$ cat src/rtl/core/ssde_pkg.sv
// Shared types and constants for the sorted set difference event block.
// No dependencies.
package ssde_pkg;

    localparam int MaxVisitorsDefault = 16;
    localparam int IdW = 16;
    localparam int GenW = 16;
    localparam int DropW = 8;
    localparam int QueueDepth = 2;

    typedef enum logic [1:0] {
        KIND_BEGIN = 2'd0,
        KIND_END   = 2'd1,
        KIND_NONE  = 2'd2
    } t_kind;

    typedef struct packed {
        logic            action;
        logic [IdW-1:0]  shape_id;
        logic [GenW-1:0] generation;
        logic            muted;
    } t_in_item;

    typedef struct packed {
        t_kind            kind;
        logic [IdW-1:0]   visitor_id;
        logic [GenW-1:0]  visitor_generation;
        logic             last;
        logic [DropW-1:0] dropped;
    } t_out_item;

    // Close command from the front to the back.
    typedef struct packed {
        logic             muted;
        logic [DropW-1:0] dropped;
    } t_close_cmd;

endpackage

$ cat src/rtl/core/ssde_front.sv
// Front part: holds the current set, sorted by id, built by insertion.
// Depends on ssde_pkg.
module ssde_front import ssde_pkg::*; #(
    parameter int MAX_VISITORS = MaxVisitorsDefault,
    parameter int CntW = $clog2(MAX_VISITORS + 1)
) (
    input  logic                     i_clk,
    input  logic                     i_rst_n,
    input  logic                     i_valid,
    output logic                     o_ready,
    input  t_in_item                 i_item,
    // close command out
    output logic                     o_cmd_valid,
    input  logic                     i_cmd_ready,
    output t_close_cmd               o_cmd,
    // snapshot handed over at close
    output logic [IdW+GenW-1:0]      o_set [MAX_VISITORS],
    output logic [CntW-1:0]          o_count
);

    logic [IdW+GenW-1:0] r_set [MAX_VISITORS];
    logic [CntW-1:0]     r_count, r_raw;
    logic [DropW-1:0]    r_drop;
    logic                hit;
    logic [MAX_VISITORS-1:0] gt;
    logic                take;

    assign o_ready     = i_item.action ? i_cmd_ready : 1'b1;
    assign take        = i_valid && o_ready;
    assign o_cmd_valid = i_valid && i_item.action;
    assign o_cmd.muted = i_item.muted;
    assign o_cmd.dropped = r_drop;
    assign o_count     = r_count;

    // compare the new id against every held entry in parallel
    always_comb begin
        hit = 1'b0;
        for (int i = 0; i < MAX_VISITORS; i++) begin
            gt[i] = (CntW'(i) < r_count) && (r_set[i][IdW+GenW-1:GenW] > i_item.shape_id);
            if ((CntW'(i) < r_count) && (r_set[i][IdW+GenW-1:GenW] == i_item.shape_id))
                hit = 1'b1;
        end
    end

    // insert with shift: entries above the new id move up by one
    always_ff @(posedge i_clk) begin
        if (take && !i_item.action && r_raw < CntW'(MAX_VISITORS) && !hit
            && r_count < CntW'(MAX_VISITORS)) begin
            for (int i = 0; i < MAX_VISITORS; i++) begin
                if (gt[i]) begin
                    if (i + 1 < MAX_VISITORS) r_set[i+1] <= r_set[i];
                    if (i == 0 || !gt[(i == 0) ? 0 : i-1])
                        r_set[i] <= {i_item.shape_id, i_item.generation};
                end else if (CntW'(i) == r_count && gt == '0) begin
                    r_set[i] <= {i_item.shape_id, i_item.generation};
                end
            end
        end
    end

    genvar g;
    generate
        for (g = 0; g < MAX_VISITORS; g++) begin : g_out
            assign o_set[g] = r_set[g];
        end
    endgenerate

    // counters; clear on close
    always_ff @(posedge i_clk) begin
        if (!i_rst_n) begin
            r_count <= '0;
            r_raw   <= '0;
            r_drop  <= '0;
        end else if (take && i_item.action) begin
            r_count <= '0;
            r_raw   <= '0;
            r_drop  <= '0;
        end else if (take) begin
            if (r_raw >= CntW'(MAX_VISITORS)) begin
                if (r_drop != '1) r_drop <= r_drop + 1'b1;
            end else begin
                r_raw <= r_raw + 1'b1;
                if (!hit && r_count < CntW'(MAX_VISITORS)) r_count <= r_count + 1'b1;
            end
        end
    end

endmodule

$ cat src/rtl/core/ssde_back.sv
// Back part: merge-joins the snapshot against the previous set, emits events.
// Depends on ssde_pkg.
module ssde_back import ssde_pkg::*; #(
    parameter int MAX_VISITORS = MaxVisitorsDefault,
    parameter int CntW = $clog2(MAX_VISITORS + 1)
) (
    input  logic                i_clk,
    input  logic                i_rst_n,
    input  logic                i_cmd_valid,
    output logic                o_cmd_ready,
    input  t_close_cmd          i_cmd,
    input  logic [IdW+GenW-1:0] i_set [MAX_VISITORS],
    input  logic [CntW-1:0]     i_count,
    output logic                o_valid,
    input  logic                i_ready,
    output t_out_item           o_item
);
    localparam int IdxW = $clog2(MAX_VISITORS);

    typedef enum logic [1:0] {
        ST_IDLE = 2'b01,
        ST_RUN  = 2'b10
    } t_state;

    t_state              r_state;
    logic [IdW+GenW-1:0] r_prev [MAX_VISITORS];
    logic [IdW+GenW-1:0] r_cur  [MAX_VISITORS];
    logic [CntW-1:0]     r_np, r_nc, r_i1, r_i2;
    logic [DropW-1:0]    r_drop;
    logic                r_half, r_hv;
    logic                r_ov;
    t_out_item           r_out;
    t_out_item           r_hold;

    logic [IdW+GenW-1:0] a, b;
    logic has_a, has_b, take_a, take_b, emit, two, done, step, load, pop;
    t_out_item nxt, n_out;

    assign o_cmd_ready = (r_state == ST_IDLE) && !r_ov;
    assign o_valid = r_ov;
    assign o_item  = r_out;

    always_comb begin
        a = r_prev[r_i1[IdxW-1:0]];
        b = r_cur[r_i2[IdxW-1:0]];
        has_a = r_i1 < r_np;
        has_b = r_i2 < r_nc;
        take_a = 1'b0; take_b = 1'b0; emit = 1'b1; two = 1'b0;
        nxt = '0;
        nxt.dropped = r_drop;
        // choose next event
        priority if (has_a && has_b && a[IdW+GenW-1:GenW] == b[IdW+GenW-1:GenW]) begin
            if (a[GenW-1:0] == b[GenW-1:0]) begin
                emit = 1'b0; take_a = 1'b1; take_b = 1'b1;
            end else if ((a[GenW-1:0] < b[GenW-1:0]) != r_half) begin
                nxt.kind = KIND_END; {nxt.visitor_id, nxt.visitor_generation} = a;
                two = 1'b1;
            end else begin
                nxt.kind = KIND_BEGIN; {nxt.visitor_id, nxt.visitor_generation} = b;
                two = 1'b1;
            end
            if (two && r_half) begin take_a = 1'b1; take_b = 1'b1; end
        end else if (has_a && (!has_b || a[IdW+GenW-1:GenW] < b[IdW+GenW-1:GenW])) begin
            nxt.kind = KIND_END; {nxt.visitor_id, nxt.visitor_generation} = a; take_a = 1'b1;
        end else if (has_b) begin
            nxt.kind = KIND_BEGIN; {nxt.visitor_id, nxt.visitor_generation} = b; take_b = 1'b1;
        end else begin
            emit = 1'b0;
        end
        done = !has_a && !has_b;

        // hold each event back in r_hold so the final one can carry last
        step = (r_state == ST_RUN) && (!r_ov || i_ready);
        load = step && (done || (emit && r_hv));
        pop  = r_ov && i_ready;
        n_out = r_hold;
        if (done) begin
            if (!r_hv) begin
                n_out = '0;
                n_out.kind = KIND_NONE;
                n_out.dropped = r_drop;
            end
            n_out.last = 1'b1;
        end
    end

    // step the merge once per cycle while the output slot is free or being taken
    always_ff @(posedge i_clk) begin
        if (!i_rst_n) begin
            r_state <= ST_IDLE;
            r_np <= '0;
            r_ov <= 1'b0;
            r_hv <= 1'b0;
        end else begin
            r_ov <= load || (r_ov && !pop);
            if (load) r_out <= n_out;
            unique case (r_state)
                ST_IDLE: if (i_cmd_valid && !r_ov) begin
                    r_state <= ST_RUN;
                    r_nc <= i_cmd.muted ? '0 : i_count;
                    r_drop <= i_cmd.dropped;
                    r_cur <= i_set;
                    r_i1 <= '0; r_i2 <= '0; r_half <= 1'b0; r_hv <= 1'b0;
                end
                ST_RUN: if (step) begin
                    if (done) begin
                        r_state <= ST_IDLE;
                        r_prev <= r_cur; r_np <= r_nc;
                        r_hv <= 1'b0;
                    end else begin
                        if (emit) begin r_hold <= nxt; r_hv <= 1'b1; end
                        if (two) r_half <= !r_half;
                        if (take_a) r_i1 <= r_i1 + 1'b1;
                        if (take_b) r_i2 <= r_i2 + 1'b1;
                    end
                end
                default: r_state <= ST_IDLE;
            endcase
        end
    end
endmodule

$ cat src/rtl/core/sorted_set_diff_events_core.sv
// Sorted set difference event block, top level.
// Usage: i_in_valid/o_in_ready carry t_in_item; o_out_valid/i_out_ready carry
// t_out_item. An add transfer is taken every cycle and inserted in sorted
// order by a parallel compare-and-shift in the front part. A close transfer
// hands the set to the back part, which walks the previous and current sets
// one step per cycle (an event, or an unchanged pair skipped). Each event is
// held back in a hold register, so a result leaves once the next event is
// found or at the finishing step, which sets last on the final one.
// While the back part is busy, a close waits; adds proceed. Each close yields
// at least one result. A close with no change gives one kind NONE result.
// The walk pauses while the output register holds a result the receiver has
// not taken; the output register holds the result until transferred.
// Synchronous active-low reset empties both sets and clears the add and drop counters.
// Depends on ssde_pkg.
module sorted_set_diff_events_core import ssde_pkg::*; #(
    parameter int MAX_VISITORS = MaxVisitorsDefault
) (
    input  logic      i_clk,
    input  logic      i_rst_n,
    input  logic      i_in_valid,
    output logic      o_in_ready,
    input  t_in_item  i_in_item,
    output logic      o_out_valid,
    input  logic      i_out_ready,
    output t_out_item o_out_item
);
    localparam int CntW = $clog2(MAX_VISITORS + 1);

    logic cmd_valid, cmd_ready;
    t_close_cmd cmd;
    logic [IdW+GenW-1:0] set [MAX_VISITORS];
    logic [CntW-1:0] cnt;

    ssde_front #(.MAX_VISITORS(MAX_VISITORS), .CntW(CntW)) u_front (
        .i_clk, .i_rst_n, .i_valid(i_in_valid), .o_ready(o_in_ready),
        .i_item(i_in_item), .o_cmd_valid(cmd_valid), .i_cmd_ready(cmd_ready),
        .o_cmd(cmd), .o_set(set), .o_count(cnt));

    ssde_back #(.MAX_VISITORS(MAX_VISITORS), .CntW(CntW)) u_back (
        .i_clk, .i_rst_n, .i_cmd_valid(cmd_valid), .o_cmd_ready(cmd_ready),
        .i_cmd(cmd), .i_set(set), .i_count(cnt), .o_valid(o_out_valid),
        .i_ready(i_out_ready), .o_item(o_out_item));
endmodule

$ cat config.mk
export PLATFORM = sky130hd
export DESIGN_NAME = sorted_set_diff_events_core
export DESIGN_NICKNAME = d
export VERILOG_FILES = /design/src/rtl/core/ssde_pkg.sv /design/src/rtl/core/ssde_front.sv /design/src/rtl/core/ssde_back.sv /design/src/rtl/core/sorted_set_diff_events_core.sv
export SDC_FILE = /design/constraint.sdc
export NUM_CORES = 2
export LEC_CHECK = 0
export BUFFER_PORTS_ARGS = -buffer_cell sky130_fd_sc_hd__buf_2
export CAP_MARGIN = 10
export CORE_MARGIN = 8
export CORE_UTILIZATION = 45
export DETAILED_ROUTE_END_ITERATION = 10
export HOLD_SLACK_MARGIN = 0.03
export PLACE_DENSITY_LB_ADDON = 0.08
export SYNTH_ARGS = -nofsm -noshare
export SYNTH_HDL_FRONTEND = slang
export SYNTH_HIERARCHICAL = 1
export SYNTH_SLANG_ARGS = --single-unit
$ cat constraint.sdc
create_clock -name i_clk -period 31.6 [get_ports i_clk]
set_input_delay 6.32 -clock i_clk [delete_from_list [all_inputs] [get_ports i_clk]]
set_output_delay 6.32 -clock i_clk [all_outputs]
set_load 0.03 [all_outputs]
==> metrics list <==
- STA classifies the critical path endpoint as an output pin.
- Count of different cell masters after synthesis: 87
* Weighted congestion at the end of routability-driven global placement: 0.9532
- Kind of critical path: input port to output pin
- Entering global routing, the biggest net connects 165 pins.
* Max Fclk: 76.57 MHz
* Yosys top cell by area: sky130_fd_sc_hd__edfxtp_1
- Once the clock tree was built, the setup fixing pass inserted 0 buffers.
- Kind of start point of the critical path: input port
* Maximum clock skew at final layout: 0.06356 ns
- Setup repair after global routing left no endpoint under its margin.
* Ports: 83
- Number of H-tree branching levels: 4
- In this run, the number of DRC markers left after iteration 0 of detailed routing was 4252.
- Dividing the detail-routed via count by the number of cells gives 6.086.
* Area contributors post-synth: sky130_fd_sc_hd__edfxtp_1, sky130_fd_sc_hd__mux4_2, sky130_fd_sc_hd__mux2_2, sky130_fd_sc_hd__ha_1, sky130_fd_sc_hd__a21oi_1
- Utilization of the core after routing: 50.86%
- The floorplan step defined a core boundary enclosing 160400 sq um.
* Number of flops mapped to enable cells by yosys: 1644
- Run status: finished clean
* Number of hold violations in the final report: 0
- During placement, the flow inserted port buffers numbering 82.
- Warning count from the yosys run: 6
- Effective utilization at floorplan: 45.24%
* Clock tree from TritonCTS: built
* Top library cells by usage in the layout, fill and taps aside: sky130_fd_sc_hd__edfxtp_1, sky130_fd_sc_hd__mux2_2, sky130_fd_sc_hd__mux4_2
- After clock tree synthesis, the clock-pin slew on the worst setup and hold paths is 0.06 ns.
- Synthesized netlist cell count: 3846
* Prevailing post-synth register cell: sky130_fd_sc_hd__edfxtp_1
* Final WS setup: 18.54 ns
* Net Count, Synth: 4189
* Later-pin clock latency in the skew report: 0.84 ns
- Number of failing setup endpoints in the final timing report: 0
- Post-CTS Hold Buffers: 0
* Count of cells resized by post-cts repair: 0
- Portion of the post-synthesis area used by sequential elements: 68.78%
* Max Cap Violations: 0
- At the pin with the least slew margin, the transition time is 1.108 ns.
- Die area: 174400 sq um
- For this run, the total global-route usage over all layers was measured as 24.11%.
* Total clock sinks: 1671
* Vias in the first global route: 37845
* Final worst path period share: 41.33%
- Summed over all failing endpoints, the final setup total negative slack is 0 ns.
* Relative max-transition margin: 25.89%
- Initial antenna violation count: 15
- The longest clock path from root to sink contains 3 buffers.
* Class of the most critical hold timing path: register to register
- The first global-routing pass estimated 297.2 mm of wire.
- Global routing finished with a remaining overflow of 0.
- Counting flops and latches in the post-synthesis netlist gives 1671.
- Most common cell after layout, fill and taps aside: sky130_fd_sc_hd__edfxtp_1
* Cell at the root of the clock tree: sky130_fd_sc_hd__clkbuf_16
* Residual DRC count: 0
* Total count of max-transition violations in the final report: 0
* TritonCTS buffer count: 177
- Detailed Route WL: 214.2 mm
* Synthesis-to-layout area growth: 12.42%
- Timing analysis after detailed placement gives a worst setup slack of 18.55 ns.
- Worst supply voltage drop on vdd: 0.05042 mV
- Subtracting the final worst setup slack from the clock period gives 13.06 ns.
- Static leakage: 27.22 nW
- The cell area that synthesis handed to floorplanning was 72560 sq um.
* Detail Route Antenna Nets: 0
* Synthesized area per cell: 18.87 sq um
* Fraction of post-synthesis cell area in the top cell type by area: 68.04%
- Detailed placer's ending HPWL: 137.6 mm
- Dividing the detail-routed wire length by the instance count gives 33.83 um.
* Data arrival at the endpoint of the critical path: 6.74 ns
- Proportion of register bits with asynchronous set or reset after synthesis: 0%
- Worst hold margin: 0.3983 ns
* Floorplan die height: 417.6 um
- In the final design database the tool counted 4358 nets.
- The die is 417.6 um wide.
- After floorplanning, the core was divided into 147 placement rows.
- The post-route netlist has 30.14% of its cells at a drive strength greater than 1.
- STA puts the critical path data required time at 25.28 ns.
* Power density cells: 59.04 nW/um^2
- The first detailed-routing pass ran for 5 iterations.
- CP Max Fanout: 3
* Via count: 38527
-- critical path, stage by stage --
cell,delay [ns]
sky130_fd_sc_hd__buf_2,0.11
sky130_fd_sc_hd__nand2b_1,0.10
sky130_fd_sc_hd__buf_2,0.21
-- worst paths after layout --
check | start | endpoint | slack (ns) | cells after the start
worst max-delay path | i_in_item[33] | o_in_ready | 18.54 | 3
worst max register to register | u_back/r_i2[0]$_SDFFCE_PN0P_ | u_back/r_hold[11]$_DFFE_PP_ | 24.24 | 15
worst min register to register | u_back/r_cur[155]$_DFFE_PP_ | u_back/r_prev[155]$_DFFE_PP_ | 0.40 | 0
worst min-delay path | u_back/r_cur[155]$_DFFE_PP_ | u_back/r_prev[155]$_DFFE_PP_ | 0.40 | 0
-- Yosys cell counts, types with 10 or more instances --
cell type and n:
sky130_fd_sc_hd__mux2_1 26, sky130_fd_sc_hd__a21oi_1 141, sky130_fd_sc_hd__clkbuf_1 98, sky130_fd_sc_hd__inv_1 91, sky130_fd_sc_hd__dfxtp_1 27, sky130_fd_sc_hd__mux4_2 320, sky130_fd_sc_hd__mux2_2 432, sky130_fd_sc_hd__nor2b_1 64
sky130_fd_sc_hd__o21ai_0 33, sky130_fd_sc_hd__nand2_1 87, sky130_fd_sc_hd__a22o_1 32, sky130_fd_sc_hd__and2_1 14, sky130_fd_sc_hd__nor4_1 19, sky130_fd_sc_hd__a21o_1 16, sky130_fd_sc_hd__buf_2 67, sky130_fd_sc_hd__o21a_1 12
sky130_fd_sc_hd__a31oi_1 10, sky130_fd_sc_hd__o211ai_1 12, sky130_fd_sc_hd__ha_1 305, sky130_fd_sc_hd__nand3_1 36, sky130_fd_sc_hd__edfxtp_1 1644, sky130_fd_sc_hd__nor3_1 14, sky130_fd_sc_hd__nor2_1 63, sky130_fd_sc_hd__nand4_1 74
sky130_fd_sc_hd__mux2_4 30
-- state kept, by name, indices dropped and copies added, names as in the netlist --
signal / cells
u_back/r_hold: 41
u_back/r_cur: 512
u_back/r_np: 5
u_back/o_valid: 1
u_front/o_count: 5
u_back/r_hv: 1
u_front/r_set: 512
u_front/r_drop: 8
u_back/r_half: 1
u_back/r_state: 2
u_back/o_item: 43
u_back/r_i2: 5
u_back/r_i1: 5
u_back/r_nc: 5
u_back/r_drop: 8
u_front/r_raw: 5
u_back/r_prev: 512
-- final cells by class --
cell class	instances	area (sq um)
diodes	6	15.01
multi-input cells	1904	21820
fillers	13208	78810
clock inverters	99	999.7
flip-flops and latches	1671	49910
inverters	91	341.6
repair buffers	170	1121
clock buffers	229	4666
well taps	2160	2703
-- report_power, final --
group	switching, W	internal (W)	total, W
Clock	0.000889	0.00115	0.00204
Combinational	0.000198	0.000114	0.000312
Sequential	0.0000163	0.00245	0.00246
Total	0.00110	0.00371	0.00482
-- logic make-up after synthesis --
kind of cell / Yosys count / synth area share, %
adders and majority gates: 305 / 5.259
xor gates and xnor gates: 16 / 0.1931
muxes: 816 / 17.77
and+or+nand+nor: 428 / 3.235
AOI/OAI and AO/OA: 339 / 3.125
buffers and inverters: 271 / 1.636
DFF: 1671 / 68.78
-- per-stage QoR --
step / area, sq um / instances / total power (W)
after floorplan: 72560 / 3846 / 0.002710
after global placement: 75880 / 5995 / 0.002821
after detailed placement: 75880 / 5995 / 0.002824
after CTS: 81550 / 6323 / 0.004860
after global routing: 81560 / 6324 / 0.004958
final: 81570 / 6330 / 0.004816
-- routing by layer --
metal	share of wire [%]	vias to the layer above	global-route usage, %
met5	0	-	0
met4	2.4	0	5.883
met3	6.6	303	4.067
met2	45	1343	37.17
met1	46	20749	35.97
li1	-	16132	-
No activity file was read; power rests on OpenSTA's default activity.
